## config.mk

```make
export PLATFORM = sky130hd
export DESIGN_NAME = aim_frame_receiver_core
export DESIGN_NICKNAME = d
export VERILOG_FILES = /design/src/hw/rtl/afr_pkg.sv /design/src/hw/rtl/aim_frame_receiver_core.sv
export SDC_FILE = /design/constraint.sdc
export NUM_CORES = 1
export LEC_CHECK = 0
export BUFFER_PORTS_ARGS = -buffer_cell sky130_fd_sc_hd__buf_2
export CAP_MARGIN = 20
export CORE_MARGIN = 2
export CORE_UTILIZATION = 61
export CTS_CLUSTER_SIZE = 20
export DETAILED_ROUTE_END_ITERATION = 6
export PLACE_DENSITY = 0.79
export SLEW_MARGIN = 5
export SYNTH_ARGS = -nofsm -noshare
export SYNTH_HDL_FRONTEND = slang
export SYNTH_SLANG_ARGS = --single-unit
export TNS_END_PERCENT = 100
```

## constraint.sdc

```tcl
create_clock -name clk -period 9.11 [get_ports clk]
set_input_delay 1.822 -clock clk [delete_from_list [all_inputs] [get_ports clk]]
set_output_delay 1.822 -clock clk [all_outputs]
set_load 0.03 [all_outputs]
```

## src/hw/rtl/afr_pkg.sv

```systemverilog
// Shared types and constants for the aim frame receiver.
`default_nettype none

package afr_pkg;

  // Header bytes and checksum offset
  localparam logic [7:0]  HEADER_FIRST  = 8'hFF;
  localparam logic [7:0]  HEADER_SECOND = 8'h00;
  localparam logic [15:0] SUM_OFFSET    = 16'd255;

  // frame_mode register codes
  localparam logic [1:0] MODE_IGNORE = 2'd0;
  localparam logic [1:0] MODE_AIM    = 2'd1;
  localparam logic [1:0] MODE_TARGET = 2'd2;
  localparam logic [1:0] MODE_RESET  = MODE_AIM;

  // frame_kind codes
  localparam logic KIND_AIM    = 1'b0;
  localparam logic KIND_TARGET = 1'b1;

  // Byte position codes: hunting, waiting for second header byte,
  // then payload index plus two
  localparam int unsigned POS_W       = 4;
  localparam logic [POS_W-1:0] POS_HUNT     = 4'd0;
  localparam logic [POS_W-1:0] POS_WAIT     = 4'd1;
  localparam logic [POS_W-1:0] POS_PAYLOAD  = 4'd2;
  localparam logic [POS_W-1:0] POS_LAST_AIM = 4'd9;
  localparam logic [POS_W-1:0] POS_LAST_TGT = 4'd7;

  localparam int unsigned PAYLOAD_DEPTH = 7;
  localparam int unsigned PAYLOAD_IDX_W = 3;

  // One result item; yaw sits in the lowest bits of tdata
  typedef struct packed {
    logic [15:0] distance_hundredths;
    logic [15:0] pitch_hundredths;
    logic [15:0] yaw_hundredths;
  } angles_t;

  typedef struct packed {
    logic    frame_kind;
    angles_t angles;
  } result_t;

endpackage

`default_nettype wire

```

## src/hw/rtl/aim_frame_receiver_core.sv

```systemverilog
// Aim frame receiver: byte stream in, checked angle frames out.
//
// Input channel s_axis_*: one received serial byte per item. The block
// hunts for 0xFF, waits for 0x00, then gathers little-endian words:
// yaw, pitch, distance, checksum (aiming mode) or yaw, pitch, checksum
// (target mode). A frame whose checksum equals the 16-bit sum of the
// values plus 255 yields one item on m_axis_*; bad frames, and target
// frames repeating the last accepted yaw and pitch, yield nothing.
// Configuration channel cfg_*: writes frame_mode (0 ignore, 1 aiming,
// 2 target); always ready, write only while idle.
// Throughput: one byte per cycle while s_axis_tready is high. The byte is decoded
// and the checksum compared in the cycle it is accepted, and a good result is
// registered in the output register, or in the skid register when that is held.
// An output register plus one skid register sit on the result side; input
// stays ready while a result waits and drops only when both are full.
// Reset (rst, synchronous) sets frame_mode to aiming, returns to hunting,
// clears the last target angles and empties both output registers.
`default_nettype none

module aim_frame_receiver_core
  import afr_pkg::*;
(
  input  wire logic        clk,
  input  wire logic        rst,
  // Byte input
  input  wire logic        s_axis_tvalid,
  output logic             s_axis_tready,
  input  wire logic [7:0]  s_axis_tdata,   // [7:0] rx_byte
  // Frame output
  output logic             m_axis_tvalid,
  input  wire logic        m_axis_tready,
  output logic [47:0]      m_axis_tdata,   // [15:0] yaw, [31:16] pitch, [47:32] distance
  output logic             m_axis_tuser,   // [0] frame_kind
  // Configuration write
  input  wire logic        cfg_valid,
  output logic             cfg_ready,
  input  wire logic [1:0]  cfg_data        // frame_mode
);

  logic [1:0]       frame_mode;
  logic [POS_W-1:0] byte_position;
  logic [POS_W-1:0] byte_position_next;
  logic [7:0]       payload_bytes [PAYLOAD_DEPTH];
  logic [15:0]      last_target_yaw;
  logic [15:0]      last_target_pitch;

  result_t out_data;
  logic    out_valid;
  result_t skid_data;
  logic    skid_valid;

  logic             in_accept;
  logic [7:0]       rx_byte;
  logic             mode_active;
  logic [POS_W-1:0] last_pos;
  logic             store_byte;
  logic             final_byte;
  logic [15:0]      yaw;
  logic [15:0]      pitch;
  logic [15:0]      dist_word;
  logic [15:0]      check_aim;
  logic [15:0]      check_tgt;
  logic [15:0]      sum_aim;
  logic [15:0]      sum_tgt;
  logic             hit;
  logic             target_new;
  result_t          new_result;

  assign s_axis_tready = !skid_valid;
  assign cfg_ready     = 1'b1;
  assign in_accept     = s_axis_tvalid && s_axis_tready;
  assign rx_byte       = s_axis_tdata;

  // Mode decode
  always_comb begin
    mode_active = 1'b1;
    last_pos    = POS_LAST_AIM;
    unique case (frame_mode)
      MODE_AIM:    last_pos = POS_LAST_AIM;
      MODE_TARGET: last_pos = POS_LAST_TGT;
      default:     mode_active = 1'b0;
    endcase
  end

  // Assemble words; final byte is the checksum high byte
  assign yaw       = {payload_bytes[1], payload_bytes[0]};
  assign pitch     = {payload_bytes[3], payload_bytes[2]};
  assign dist_word = {payload_bytes[5], payload_bytes[4]};
  assign check_aim = {rx_byte, payload_bytes[6]};
  assign check_tgt = {rx_byte, payload_bytes[4]};
  assign sum_tgt   = yaw + pitch + SUM_OFFSET;
  assign sum_aim   = sum_tgt + dist_word;

  assign target_new = (yaw != last_target_yaw) || (pitch != last_target_pitch);

  // Position update and frame check
  always_comb begin
    byte_position_next = byte_position;
    store_byte         = 1'b0;
    final_byte         = 1'b0;
    if (mode_active) begin
      if (byte_position == POS_HUNT) begin
        if (rx_byte == HEADER_FIRST) byte_position_next = POS_WAIT;
      end else if (byte_position == POS_WAIT) begin
        if (rx_byte == HEADER_SECOND) byte_position_next = POS_PAYLOAD;
      end else if (byte_position > last_pos) begin
        byte_position_next = POS_HUNT;
      end else if (byte_position < last_pos) begin
        store_byte         = 1'b1;
        byte_position_next = byte_position + POS_WAIT;
      end else begin
        final_byte         = 1'b1;
        byte_position_next = POS_HUNT;
      end
    end
  end

  always_comb begin
    new_result.angles.yaw_hundredths   = yaw;
    new_result.angles.pitch_hundredths = pitch;
    if (frame_mode == MODE_AIM) begin
      new_result.frame_kind                 = KIND_AIM;
      new_result.angles.distance_hundredths = dist_word;
      hit = final_byte && (sum_aim == check_aim);
    end else begin
      new_result.frame_kind                 = KIND_TARGET;
      new_result.angles.distance_hundredths = '0;
      hit = final_byte && (sum_tgt == check_tgt) && target_new;
    end
  end

  // Control state and last target angles
  always_ff @(posedge clk) begin
    if (rst) begin
      frame_mode        <= MODE_RESET;
      byte_position     <= POS_HUNT;
      last_target_yaw   <= '0;
      last_target_pitch <= '0;
    end else begin
      if (cfg_valid && cfg_ready) frame_mode <= cfg_data;
      if (in_accept) begin
        byte_position <= byte_position_next;
        if (hit && new_result.frame_kind == KIND_TARGET) begin
          last_target_yaw   <= yaw;
          last_target_pitch <= pitch;
        end
      end
    end
  end

  // Payload bytes, no reset
  always_ff @(posedge clk) begin
    if (in_accept && store_byte)
      payload_bytes[PAYLOAD_IDX_W'(byte_position - POS_PAYLOAD)] <= rx_byte;
  end

  // Output register with skid stage
  always_ff @(posedge clk) begin
    if (rst) begin
      out_valid  <= 1'b0;
      skid_valid <= 1'b0;
    end else if (!out_valid || m_axis_tready) begin
      if (skid_valid) begin
        out_valid  <= 1'b1;
        skid_valid <= 1'b0;
      end else begin
        out_valid <= in_accept && hit;
      end
    end else if (in_accept && hit) begin
      skid_valid <= 1'b1;
    end
  end

  always_ff @(posedge clk) begin
    if (!out_valid || m_axis_tready) begin
      if (skid_valid) out_data <= skid_data;
      else            out_data <= new_result;
    end else if (in_accept && hit) begin
      skid_data <= new_result;
    end
  end

  assign m_axis_tvalid = out_valid;
  assign m_axis_tdata  = out_data.angles;
  assign m_axis_tuser  = out_data.frame_kind;

  // Checks
  a_skid_needs_out: assert property (@(posedge clk) disable iff (rst)
    skid_valid |-> out_valid)
    else $error("skid register holds a result while output is empty");

  a_pos_range: assert property (@(posedge clk) disable iff (rst)
    byte_position <= POS_LAST_AIM)
    else $error("byte position beyond longest frame");

  a_target_dist_zero: assert property (@(posedge clk) disable iff (rst)
    (m_axis_tvalid && m_axis_tuser == KIND_TARGET) |-> (m_axis_tdata[47:32] == 16'd0))
    else $error("target frame with nonzero distance");

  a_ready_drop: assert property (@(posedge clk) disable iff (rst)
    $fell(s_axis_tready) |-> (out_valid && $past(hit && in_accept)))
    else $error("input stalled without a waiting result");

endmodule

`default_nettype wire

```

==> results.md <==
- Status: finished clean
- CP required: 9.18 ns
- CTS Hold Buffers Added: 0
- TNS Setup: 0 ns
- Crit path buf inv count: 4
- Final std cells w/o fill: roughly 1100
- Post-DP HPWL: about 16 mm
- First DRT Iteration DRCs: approximately 500
- Crit path DAT: 6.02 ns
- Setup violators final: 0
- Skew final: just over 0.009 ns
- Endpoint class of the critical path: flop
- PortBufs: 65
- Post-route minimum period: a little under 6 ns
- Inst Count DP: 1061
- Fmax: 0.168 GHz
- GPL Wtd Cong: 0.904
- Mapped Nets: 870
- RSZ-0062 raised after global routing: no
- Worst path slowest cell: buf_4
- Main flop type after synthesis: edfxtp_1
- Die area: ~17000 sq um
- Worst Hold Class: reg2reg
- Worst VDD drop: between 0.0001 and 0.00015 V
- TritonCTS clock tree: done
- H-tree levels: 4
- Register area share after synthesis: about 55%
- Worst slew pin tran: roughly 0.98 ns
- Number of max-cap violations: 0
- Clock transition at the registers of the reported paths: around 0.07 ns
- Chip Height: about 130 microns
- ANT nets after route: 0
- CP startpoint kind: flop
- Vias in the first global route: approximately 6400
- All-Layer GR Usage: a little over a quarter
- Crit Path Category: reg2reg
- Hold Slack: 0.518 ns
- Netlist cell types: a little under 70
- Post-CTS Setup Bufs: 0
- Cell Area, Synth: a little under 10000 sq um
- Global-route wire length before repair: 34.3 mm
- Starting Density: between 60% and 70%
- Layout overhead on the synthesized area: 11.2%
- Clk sinks: ~190
- Clk root buf: clkbuf_16
- Synth top area share: 47.2%
- Mapped Cells: 801
- Num rows: 46
- Most frequent cells in the layout: edfxtp_1 (154), buf_2 (65), nor2_1 (64)
- Vias/cell: between 5 and 6
- Max_slew headroom: about a third
- Fin nets: approximately 930
- Core area: 15800 sq um
- Worst skew pair latency: ~0.44 ns
- Final Core Density: between 60% and 70%
- Largest net degree at the start of global routing: 53
- DRC: 0
- Drt wl/cell: 20.8 microns
- Slowest stage delay, CP: around 0.59 ns
- CTS max path bufs: 2
- Share of layout cells above drive strength 1: 17.8%
- Fraction of registers with async set or reset after synthesis: 0%
- ANT cells: 0
- Final setup margin: approximately 3.2 ns
- Yosys reg bits: 194
- Period utilization: about two thirds
- Ordered list of cells on the worst path: inv_1, ha_1, inv_1, ha_1, inv_1, fa_1, nand2b_1, a21o_1, a21oi_1, nor2_1, xnor2_1, ha_1, xor2_1, o21ba_1, o2111ai_1, o31a_1, a2111oi_2, nand4_1, or4_4, a21oi_4, buf_4
- GRT Residual Overflow: 0
- Pins Over Slew Limit: 0
- Leak pwr: ~0.0040 uW
- Place WS: around 3.2 ns
- Top cell family by delay on the critical path: compound AO/OA/AOI/OAI gates
- CTS resizes: 0
- Die width: approximately 130 microns
- Post-synth EDFFs: 154
- Worst R2R Setup Slack: 3.16 ns
- Yosys top cell by area: edfxtp_1
- Synth top area cells: edfxtp_1 (47%), dfxtp_1 (8.2%), ha_1 (6.6%), xnor2_1 (5.5%), mux2_2 (3.8%)
- Routed WL: roughly 23 mm
- Initial antenna violation count: 0
- Yosys warns: 0
- Vias: about 6500
- CTS buffer count: 17
- Pwr Density: 160 nW/um^2
- Final hold vios: 0
- I/O pins: 67
- Syn avg cell area: roughly 12 sq um
- Most common cell after layout, fill and taps aside: edfxtp_1
- Max FO, Critical Path: between 40 and 50
- # fillers: roughly 1200
- 1st-pass router iterations: 5
[metal layers]
metal,share of wire [%],global-route usage (%),up-vias
met5,0,0,-
met4,2.5,9.64,0
met3,4.7,5.01,37
met2,50,45.8,187
met1,43,35.7,3237
li1,-,-,3065
[worst min-delay path: cells and delay by family (launching register included)]
family        cells  cell delay, ns
flops             1            0.35
mux               1            0.07
simple gates      1            0.07
[stage by stage]
step	power [uW]	instance area, sq um
after floorplan	1010	9800
after global placement	1030	10300
after detailed placement	1030	10300
after CTS	1740	10900
after global routing	1780	10900
final	1740	10900
[worst paths after layout]
check	start	depth (start not counted)	to
max	payload_bytes[2][1]	21	skid_data[3]
min	last_target_pitch[0]	2	last_target_pitch[0]
min reg2reg	last_target_pitch[0]	2	last_target_pitch[0]
max reg2reg	payload_bytes[2][1]	21	skid_data[3]
[synthesized netlist by cell type (3+ instances only)]
| library cell | instances |
|---|---|
| nand2b_1 | 7 |
| o2111ai_1 | 5 |
| o21ai_0 | 35 |
| xor2_1 | 13 |
| inv_1 | 44 |
| ha_1 | 52 |
| or2_2 | 4 |
| dfxtp_1 | 40 |
| mux2_2 | 33 |
| nor3_1 | 10 |
| o211ai_1 | 11 |
| a211oi_1 | 7 |
| buf_4 | 4 |
| xnor2_1 | 61 |
| clkbuf_1 | 18 |
| mux2i_1 | 33 |
| a21oi_1 | 28 |
| nand2_1 | 46 |
| edfxtp_1 | 154 |
| a31oi_1 | 4 |
| and2_1 | 19 |
| nand3_1 | 13 |
| nand4_1 | 14 |
| nor4_1 | 8 |
| a211o_1 | 3 |
| nand4b_1 | 3 |
| a21o_1 | 9 |
| nor2_1 | 64 |
| xnor3_1 | 3 |
[layout make-up]
class | instances | area (sq um) | share of cell area [%]
clock buffer | 17 | 425 | 3.90
tap | 216 | 270 | 2.48
inverter | 45 | 169 | 1.55
sequential | 194 | 5430 | 49.8
timing repair buffer | 71 | 370 | 3.40
clock inverter | 15 | 151 | 1.39
multi-input combinational | 535 | 4090 | 37.5
[flip-flops by register name, summed over array words and instances, names as in the netlist]
signal and cells:
m_axis_tdata 48, skid_data 49, payload_bytes 56, last_target_yaw 16, frame_mode 2, last_target_pitch 16
m_axis_tvalid 1, m_axis_tuser 1, skid_valid 1, byte_position 4
[kinds of logic after synthesis]
group           share of synthesized area [%]
mux                                      7.16
fa+ha+maj                                7.05
compound gates                           9.40
simple gates                             10.4
other cells                            0.0383
xor+xnor                                 7.54
buf+inv                                  3.09
flops                                    55.3
[where the power goes]
group	internal [uW]	leakage, uW	switching [uW]
logic	18.0	0.00194	38.9
clock network	363	0.000281	365
registers	952	0.00180	1.30
(Power assumes the default switching activity.)
